**config.mk**
```make
export PLATFORM = sky130hd
export DESIGN_NAME = lcd_glyph_segment_writer
export DESIGN_NICKNAME = d
export VERILOG_FILES = /design/src/sv/lgsw_pkg.sv /design/src/sv/lgsw_glyph_encoder.sv /design/src/sv/lgsw_nibble_placer.sv /design/src/sv/lcd_glyph_segment_writer.sv
export SDC_FILE = /design/constraint.sdc
export NUM_CORES = 1
export LEC_CHECK = 0
export ABC_CLOCK_PERIOD_IN_PS = 8200
export BUFFER_PORTS_ARGS = -buffer_cell sky130_fd_sc_hd__buf_2
export CAP_MARGIN = 15
export CORE_MARGIN = 5
export CORE_UTILIZATION = 52
export CTS_CLUSTER_DIAMETER = 100
export DETAILED_ROUTE_END_ITERATION = 6
export PLACE_DENSITY = 0.84
export SLEW_MARGIN = 20
export SYNTH_ARGS = -nofsm -noshare
export SYNTH_HDL_FRONTEND = slang
export SYNTH_HIERARCHICAL = 1
export SYNTH_SLANG_ARGS = --single-unit
```
**constraint.sdc**
```tcl
create_clock -name aclk -period 8.2 [get_ports aclk]
set_clock_uncertainty 0.1 [all_clocks]
set_input_delay 1.64 -clock aclk [delete_from_list [all_inputs] [get_ports aclk]]
set_output_delay 1.64 -clock aclk [all_outputs]
set_load 0.02 [all_outputs]
```
**src/sv/lgsw_pkg.sv**
```systemverilog
// Shared types, constants and glyph tables of the segment writer.
// Depends on nothing.
package lgsw_pkg;

    typedef struct packed {
        logic [7:0] char_code;
        logic       show_point;
        logic       show_colon;
    } glyph_req_t;

    localparam logic [2:0] DIGIT_POS_1 = 3'd1;
    localparam logic [2:0] DIGIT_POS_2 = 3'd2;
    localparam logic [2:0] DIGIT_POS_3 = 3'd3;
    localparam logic [2:0] DIGIT_POS_4 = 3'd4;
    localparam logic [2:0] DIGIT_POS_5 = 3'd5;
    localparam logic [2:0] DIGIT_POS_6 = 3'd6;

    localparam logic [31:0] KEEP_POS_1       = 32'hCFFF_FFFC;
    localparam logic [31:0] KEEP_POS_2       = 32'hF3FF_FF03;
    localparam logic [31:0] KEEP_POS_3       = 32'hFCFF_FCFF;
    localparam logic [31:0] KEEP_POS_4       = 32'hFFCF_F3FF;
    localparam logic [31:0] KEEP_POS_5_UPPER = 32'hFFF3_EFFF;
    localparam logic [31:0] KEEP_POS_5_LOWER = 32'hFFF3_CFFF;
    localparam logic [31:0] KEEP_POS_6       = 32'hFFFC_3FFF;
    localparam logic [31:0] KEEP_BARS        = 32'hFFFF_5FFF;

    localparam logic [31:0] BAR_HIGH = 32'h0000_8000;
    localparam logic [31:0] BAR_LOW  = 32'h0000_2000;

    localparam logic [15:0] SEG_POINT = 16'h0002;
    localparam logic [15:0] SEG_COLON = 16'h0020;

    localparam logic [7:0] CH_SPACE    = 8'h20;
    localparam logic [7:0] CH_STAR     = 8'h2A;
    localparam logic [7:0] CH_QUESTION = 8'h3F;
    localparam logic [7:0] CH_LOWER_M  = 8'h6D;
    localparam logic [7:0] CH_LOWER_N  = 8'h6E;
    localparam logic [7:0] CH_MINUS    = 8'h2D;
    localparam logic [7:0] CH_SLASH    = 8'h2F;
    localparam logic [7:0] CH_PERCENT  = 8'h25;
    localparam logic [7:0] CH_ALL      = 8'hFF;
    localparam logic [7:0] CH_DIGIT_0  = 8'h30;
    localparam logic [7:0] CH_DIGIT_9  = 8'h39;
    localparam logic [7:0] CH_UPPER_A  = 8'h41;
    localparam logic [7:0] CH_UPPER_Z  = 8'h5A;
    localparam logic [7:0] CH_LOWER_A  = 8'h61;
    localparam logic [7:0] CH_LOWER_Z  = 8'h7A;

    localparam logic [15:0] GLYPH_BLANK    = 16'h0000;
    localparam logic [15:0] GLYPH_STAR     = 16'hA0DD;
    localparam logic [15:0] GLYPH_MICRO    = 16'h6084;
    localparam logic [15:0] GLYPH_LOWER_M  = 16'hB210;
    localparam logic [15:0] GLYPH_LOWER_N  = 16'h2210;
    localparam logic [15:0] GLYPH_MINUS    = 16'hA000;
    localparam logic [15:0] GLYPH_SLASH    = 16'h00C0;
    localparam logic [15:0] GLYPH_PERCENT  = 16'hB300;
    localparam logic [15:0] GLYPH_ALL      = 16'hFFDD;

    localparam logic [15:0] CAP_TABLE [26] = '{
        16'hFE00, 16'h6714, 16'h1D00, 16'h4714, 16'h9D00, 16'h9C00, 16'h3F00,
        16'hFA00, 16'h0014, 16'h5300, 16'h9841, 16'h1900, 16'h5A48, 16'h5A09,
        16'h5F00, 16'hFC00, 16'h5F01, 16'hFC01, 16'hAF00, 16'h0414, 16'h5B00,
        16'h18C0, 16'h5A81, 16'h00C9, 16'h0058, 16'h05C0
    };

    localparam logic [15:0] NUM_TABLE [10] = '{
        16'h5F00, 16'h4200, 16'hF500, 16'h6700, 16'hEA00,
        16'hAF00, 16'hBF00, 16'h4600, 16'hFF00, 16'hEF00
    };

endpackage

```
**src/sv/lgsw_glyph_encoder.sv**
```systemverilog
// Character byte to 16-bit segment code, with point and colon overlay.
// Depends on lgsw_pkg for the request type and glyph tables.
module lgsw_glyph_encoder
    import lgsw_pkg::*;
(
    input  glyph_req_t  req,
    output logic [15:0] code
);

    logic [7:0]  digit_ofs;
    logic [7:0]  upper_ofs;
    logic [7:0]  lower_ofs;
    logic [15:0] base;

    assign digit_ofs = req.char_code - CH_DIGIT_0;
    assign upper_ofs = req.char_code - CH_UPPER_A;
    assign lower_ofs = req.char_code - CH_LOWER_A;

    always_comb begin
        case (req.char_code)
            CH_SPACE:    base = GLYPH_BLANK;
            CH_STAR:     base = GLYPH_STAR;
            CH_QUESTION: base = GLYPH_MICRO;
            CH_LOWER_M:  base = GLYPH_LOWER_M;
            CH_LOWER_N:  base = GLYPH_LOWER_N;
            CH_MINUS:    base = GLYPH_MINUS;
            CH_SLASH:    base = GLYPH_SLASH;
            CH_PERCENT:  base = GLYPH_PERCENT;
            CH_ALL:      base = GLYPH_ALL;
            default: begin
                if (req.char_code inside {[CH_DIGIT_0:CH_DIGIT_9]}) begin
                    base = NUM_TABLE[digit_ofs[3:0]];
                end else if (req.char_code inside {[CH_UPPER_A:CH_UPPER_Z]}) begin
                    base = CAP_TABLE[upper_ofs[4:0]];
                end else if (req.char_code inside {[CH_LOWER_A:CH_LOWER_Z]}) begin
                    base = CAP_TABLE[lower_ofs[4:0]];
                end else begin
                    base = GLYPH_BLANK;
                end
            end
        endcase
    end

    assign code = base | (req.show_point ? SEG_POINT : 16'h0000)
                       | (req.show_colon ? SEG_COLON : 16'h0000);

endmodule

```
**src/sv/lgsw_nibble_placer.sv**
```systemverilog
// Merges one segment nibble into a display word at a digit position.
// Depends on lgsw_pkg for position codes and keep masks.
module lgsw_nibble_placer
    import lgsw_pkg::*;
(
    input  logic [31:0] word_in,
    input  logic [3:0]  nibble,
    input  logic [2:0]  digit_position,
    input  logic        upper,
    output logic [31:0] word_out
);

    logic [31:0] n32;
    logic [31:0] n32_low;

    assign n32     = {28'd0, nibble};
    assign n32_low = upper ? (n32 & 32'h1) : (n32 & 32'h3);

    always_comb begin
        case (digit_position)
            DIGIT_POS_1: word_out = (word_in & KEEP_POS_1)
                                  | ((n32 & 32'hC) << 26) | (n32 & 32'h3);
            DIGIT_POS_2: word_out = (word_in & KEEP_POS_2)
                                  | ((n32 & 32'hC) << 24) | ((n32 & 32'h2) << 6)
                                  | ((n32 & 32'h1) << 2);
            DIGIT_POS_3: word_out = (word_in & KEEP_POS_3)
                                  | ((n32 & 32'hC) << 22) | ((n32 & 32'h3) << 8);
            DIGIT_POS_4: word_out = (word_in & KEEP_POS_4)
                                  | ((n32 & 32'hC) << 18) | ((n32 & 32'h3) << 10);
            DIGIT_POS_5: word_out = (word_in & (upper ? KEEP_POS_5_UPPER : KEEP_POS_5_LOWER))
                                  | ((n32 & 32'hC) << 16) | (n32_low << 12);
            DIGIT_POS_6: word_out = (word_in & KEEP_POS_6)
                                  | ((n32 & 32'h4) << 15) | ((n32 & 32'h8) << 13)
                                  | (n32_low << 14);
            default:     word_out = word_in;
        endcase
    end

endmodule

```
**src/sv/lcd_glyph_segment_writer.sv**
```systemverilog
// Fourteen-segment character writer: input register, then glyph lookup and masked merge
// into the display-word registers. Throughput one transaction per cycle unless m_tready
// stalls it; the single lookup-and-merge pass sets it.
// The result is the display-word register itself, held while m_tready is low.
// aresetn (synchronous) clears the display words, bar_reg and both valid flags.
module lcd_glyph_segment_writer
    import lgsw_pkg::*;
(
    input  logic         aclk,
    input  logic         aresetn,
    input  logic         cfg_wen,
    input  logic [3:0]   cfg_wdata,
    input  logic         s_tvalid,
    output logic         s_tready,
    // [7:0] char_code, [8] show_point, [9] show_colon, [12:10] digit_position
    input  logic [15:0]  s_tdata,
    output logic         m_tvalid,
    input  logic         m_tready,
    // [31:0] word_zero, [63:32] word_two, [95:64] word_four, [127:96] word_six
    output logic [127:0] m_tdata
);

    logic              in_valid_reg;
    glyph_req_t        req_reg;
    logic [2:0]        pos_reg;
    logic              out_valid_reg;
    logic [3:0]        bar_reg;
    logic [31:0]       words_reg [4];
    logic [31:0]       words_next [4];
    logic [31:0]       placed [4];
    logic [15:0]       code;
    logic              advance;

    assign advance  = !out_valid_reg || m_tready;
    assign s_tready = !in_valid_reg || advance;

    lgsw_glyph_encoder u_encoder (
        .req  (req_reg),
        .code (code)
    );

    for (genvar w = 0; w < 4; w++) begin : g_word
        lgsw_nibble_placer u_placer (
            .word_in        (words_reg[w]),
            .nibble         (code[15 - 4 * w -: 4]),
            .digit_position (pos_reg),
            .upper          (w >= 2),
            .word_out       (placed[w])
        );
    end

    always_comb begin
        words_next[0] = placed[0];
        words_next[1] = placed[1];
        words_next[2] = (placed[2] & KEEP_BARS) | (bar_reg[1] ? BAR_HIGH : 32'd0)
                                                | (bar_reg[3] ? BAR_LOW  : 32'd0);
        words_next[3] = (placed[3] & KEEP_BARS) | (bar_reg[0] ? BAR_HIGH : 32'd0)
                                                | (bar_reg[2] ? BAR_LOW  : 32'd0);
    end

    always_ff @(posedge aclk) begin
        if (!aresetn) begin
            in_valid_reg  <= 1'b0;
            out_valid_reg <= 1'b0;
            bar_reg       <= 4'd0;
            for (int i = 0; i < 4; i++) begin
                words_reg[i] <= 32'd0;
            end
        end else begin
            if (cfg_wen) begin
                bar_reg <= cfg_wdata;
            end
            if (s_tready) begin
                in_valid_reg <= s_tvalid;
            end
            if (advance) begin
                out_valid_reg <= in_valid_reg;
                if (in_valid_reg) begin
                    for (int i = 0; i < 4; i++) begin
                        words_reg[i] <= words_next[i];
                    end
                end
            end
        end
    end

    always_ff @(posedge aclk) begin
        if (s_tready && s_tvalid) begin
            req_reg.char_code  <= s_tdata[7:0];
            req_reg.show_point <= s_tdata[8];
            req_reg.show_colon <= s_tdata[9];
            pos_reg            <= s_tdata[12:10];
        end
    end

    assign m_tvalid = out_valid_reg;
    assign m_tdata  = {words_reg[3], words_reg[2], words_reg[1], words_reg[0]};

endmodule

```
==> results.json <==
{
  "track_usage": 0.204,
  "antenna_left": 0,
  "reg2reg_slack_ns": 3.47,
  "routed_via_density": 5.85,
  "cp.required_ns": 8.34,
  "fin_ws_ns": 3.47,
  "antenna_found_initial": 2,
  "yosysWarnings": 6,
  "power.total_uw": 1950,
  "criticalPathCategory": "flip-flop to flip-flop",
  "layout_commonest_cell": "buf_2",
  "max_freq_mhz": 211,
  "drc": 0,
  "die-area_um2": 20500,
  "h-tree-depth": 4,
  "grt_pass1_vias": 5965,
  "cts_hold_buf": 0,
  "reg2reg_from": "req_reg[2]",
  "grt_pass1_wl_um": 33100,
  "initial_utilization": 0.531,
  "finalCritPeriodShare": 0.577,
  "synth.avg_cell_area_um2": 13.7,
  "cts_buffers": 17,
  "dr.pass1.iters": 5,
  "drive_gt1_frac": 0.518,
  "tritoncts": "yes",
  "cts_resized": 0,
  "setup_violations": 0,
  "postCtsSetupRepairBufs": 0,
  "hpwl_um": 13500,
  "outcome": "finished, final reports clean",
  "rr_endpoint": "words_reg[2][8]",
  "ir_drop_mv": 0.119,
  "p_leak_uw": 0.00395,
  "drtIter0Drc": 594,
  "vias": 6027,
  "setup_tns_ns": 0,
  "drv_cap": 0,
  "holdCritPathClass": "flip-flop to flip-flop",
  "fp.dieH_um": 143,
  "largest_register_ff_count": 128,
  "worstSetupEndpointType": "flip-flop",
  "hold_path_end": "bar_reg[2]",
  "syn-instance-count": 675,
  "grt_max_degree": 98,
  "core_area_um2": 17400,
  "finalNetCount": 826,
  "holdPathStages": 2,
  "rsz0062_at_grt": "no",
  "tightest_slew_ns": 1.06,
  "portBuffers": 151,
  "hold_violations": 0,
  "clock-sinks": 147,
  "reg2regPathDepth": 8,
  "globalplace.congestion": 0.947,
  "preCtsSetupSlack_ns": 3.55,
  "area_growth_pct": 12.7,
  "slew_headroom": 0.288,
  "critPathLaunchType": "flip-flop",
  "num_rows": 48,
  "arrival_ns": 4.87,
  "clock-root-buffer": "clkbuf_16",
  "power_density_nw_per_um2": 187,
  "drv_slew": 0,
  "synth_area_um2": 9220,
  "crit_path_max_fanout": 21,
  "post-route-min-period_ns": 4.73,
  "final_area_um2": 10400,
  "die_x_um": 143,
  "wl_um": 20800,
  "post-route-util": 0.599,
  "overflow": 0,
  "place_area_um2": 9850,
  "wl_per_cell_um": 20.2,
  "hold_start": "bar_reg[2]",
  "clock_path_buffers": 2,
  "final_cell_mix": "buf_2, edfxtp_1, nor3b_2",
  "clock_latency_ns": 0.42,
  "ios": 155,
  "clkTransAtPathRegs_ns": 0.06
}
-- per-stage QoR --
step                hold WS, ns  cells
finish                    0.414   1030
global route              0.426   1030
global placement          0.389    996
floorplan                 0.372    678
detailed placement        0.399    996
CTS                       0.413   1028
-- metal layers --
metal,vias to the layer above,track usage,part of all wire
met4,0,0.0765,0.019
li1,2787,-,-
met2,211,0.348,0.52
met3,30,0.0459,0.059
met5,-,0,0
met1,2999,0.254,0.41
-- final cells by class --
cell class | count | area, um^2
antenna | 2 | 5.00
clock buffer | 27 | 483
clock inverter | 5 | 55.1
fill | 1280 | 6960
inverter | 8 | 30.0
multi-input combinational | 456 | 4350
sequential | 147 | 4350
tap | 225 | 282
timing repair buffer | 160 | 836
-- worst max-delay path, stage by stage (launching register included) --
cell      delay, ns
edfxtp_1       0.84
inv_1          0.38
ha_1           0.44
ha_1           0.70
inv_1          0.27
o311a_1        0.46
o311ai_1       0.88
mux2_2         0.29
nor3b_1        0.19
-- power breakdown --
part	total [uW]	leakage [uW]	switching, uW	internal (uW)
clock network	720	0.000256	287	433
logic	323	0.00215	197	125
registers	906	0.00154	30.2	876
total	1950	0.00395	515	1430
-- how the worst max path moves through the flow --
stage	slack, ns	cells past startpoint	from	end
final	3.47	8	req_reg[2]	words_reg[2][8]
after global routing	3.24	8	req_reg[2]	words_reg[2][8]
after CTS	3.55	8	req_reg[2]	words_reg[2][8]
after detailed placement	3.55	8	req_reg[2]	words_reg[2][8]
after global placement	3.60	8	req_reg[2]	words_reg[2][2]
after floorplan	2.22	5	m_tready	words_reg[0][0]
(Power assumes the default switching activity.)
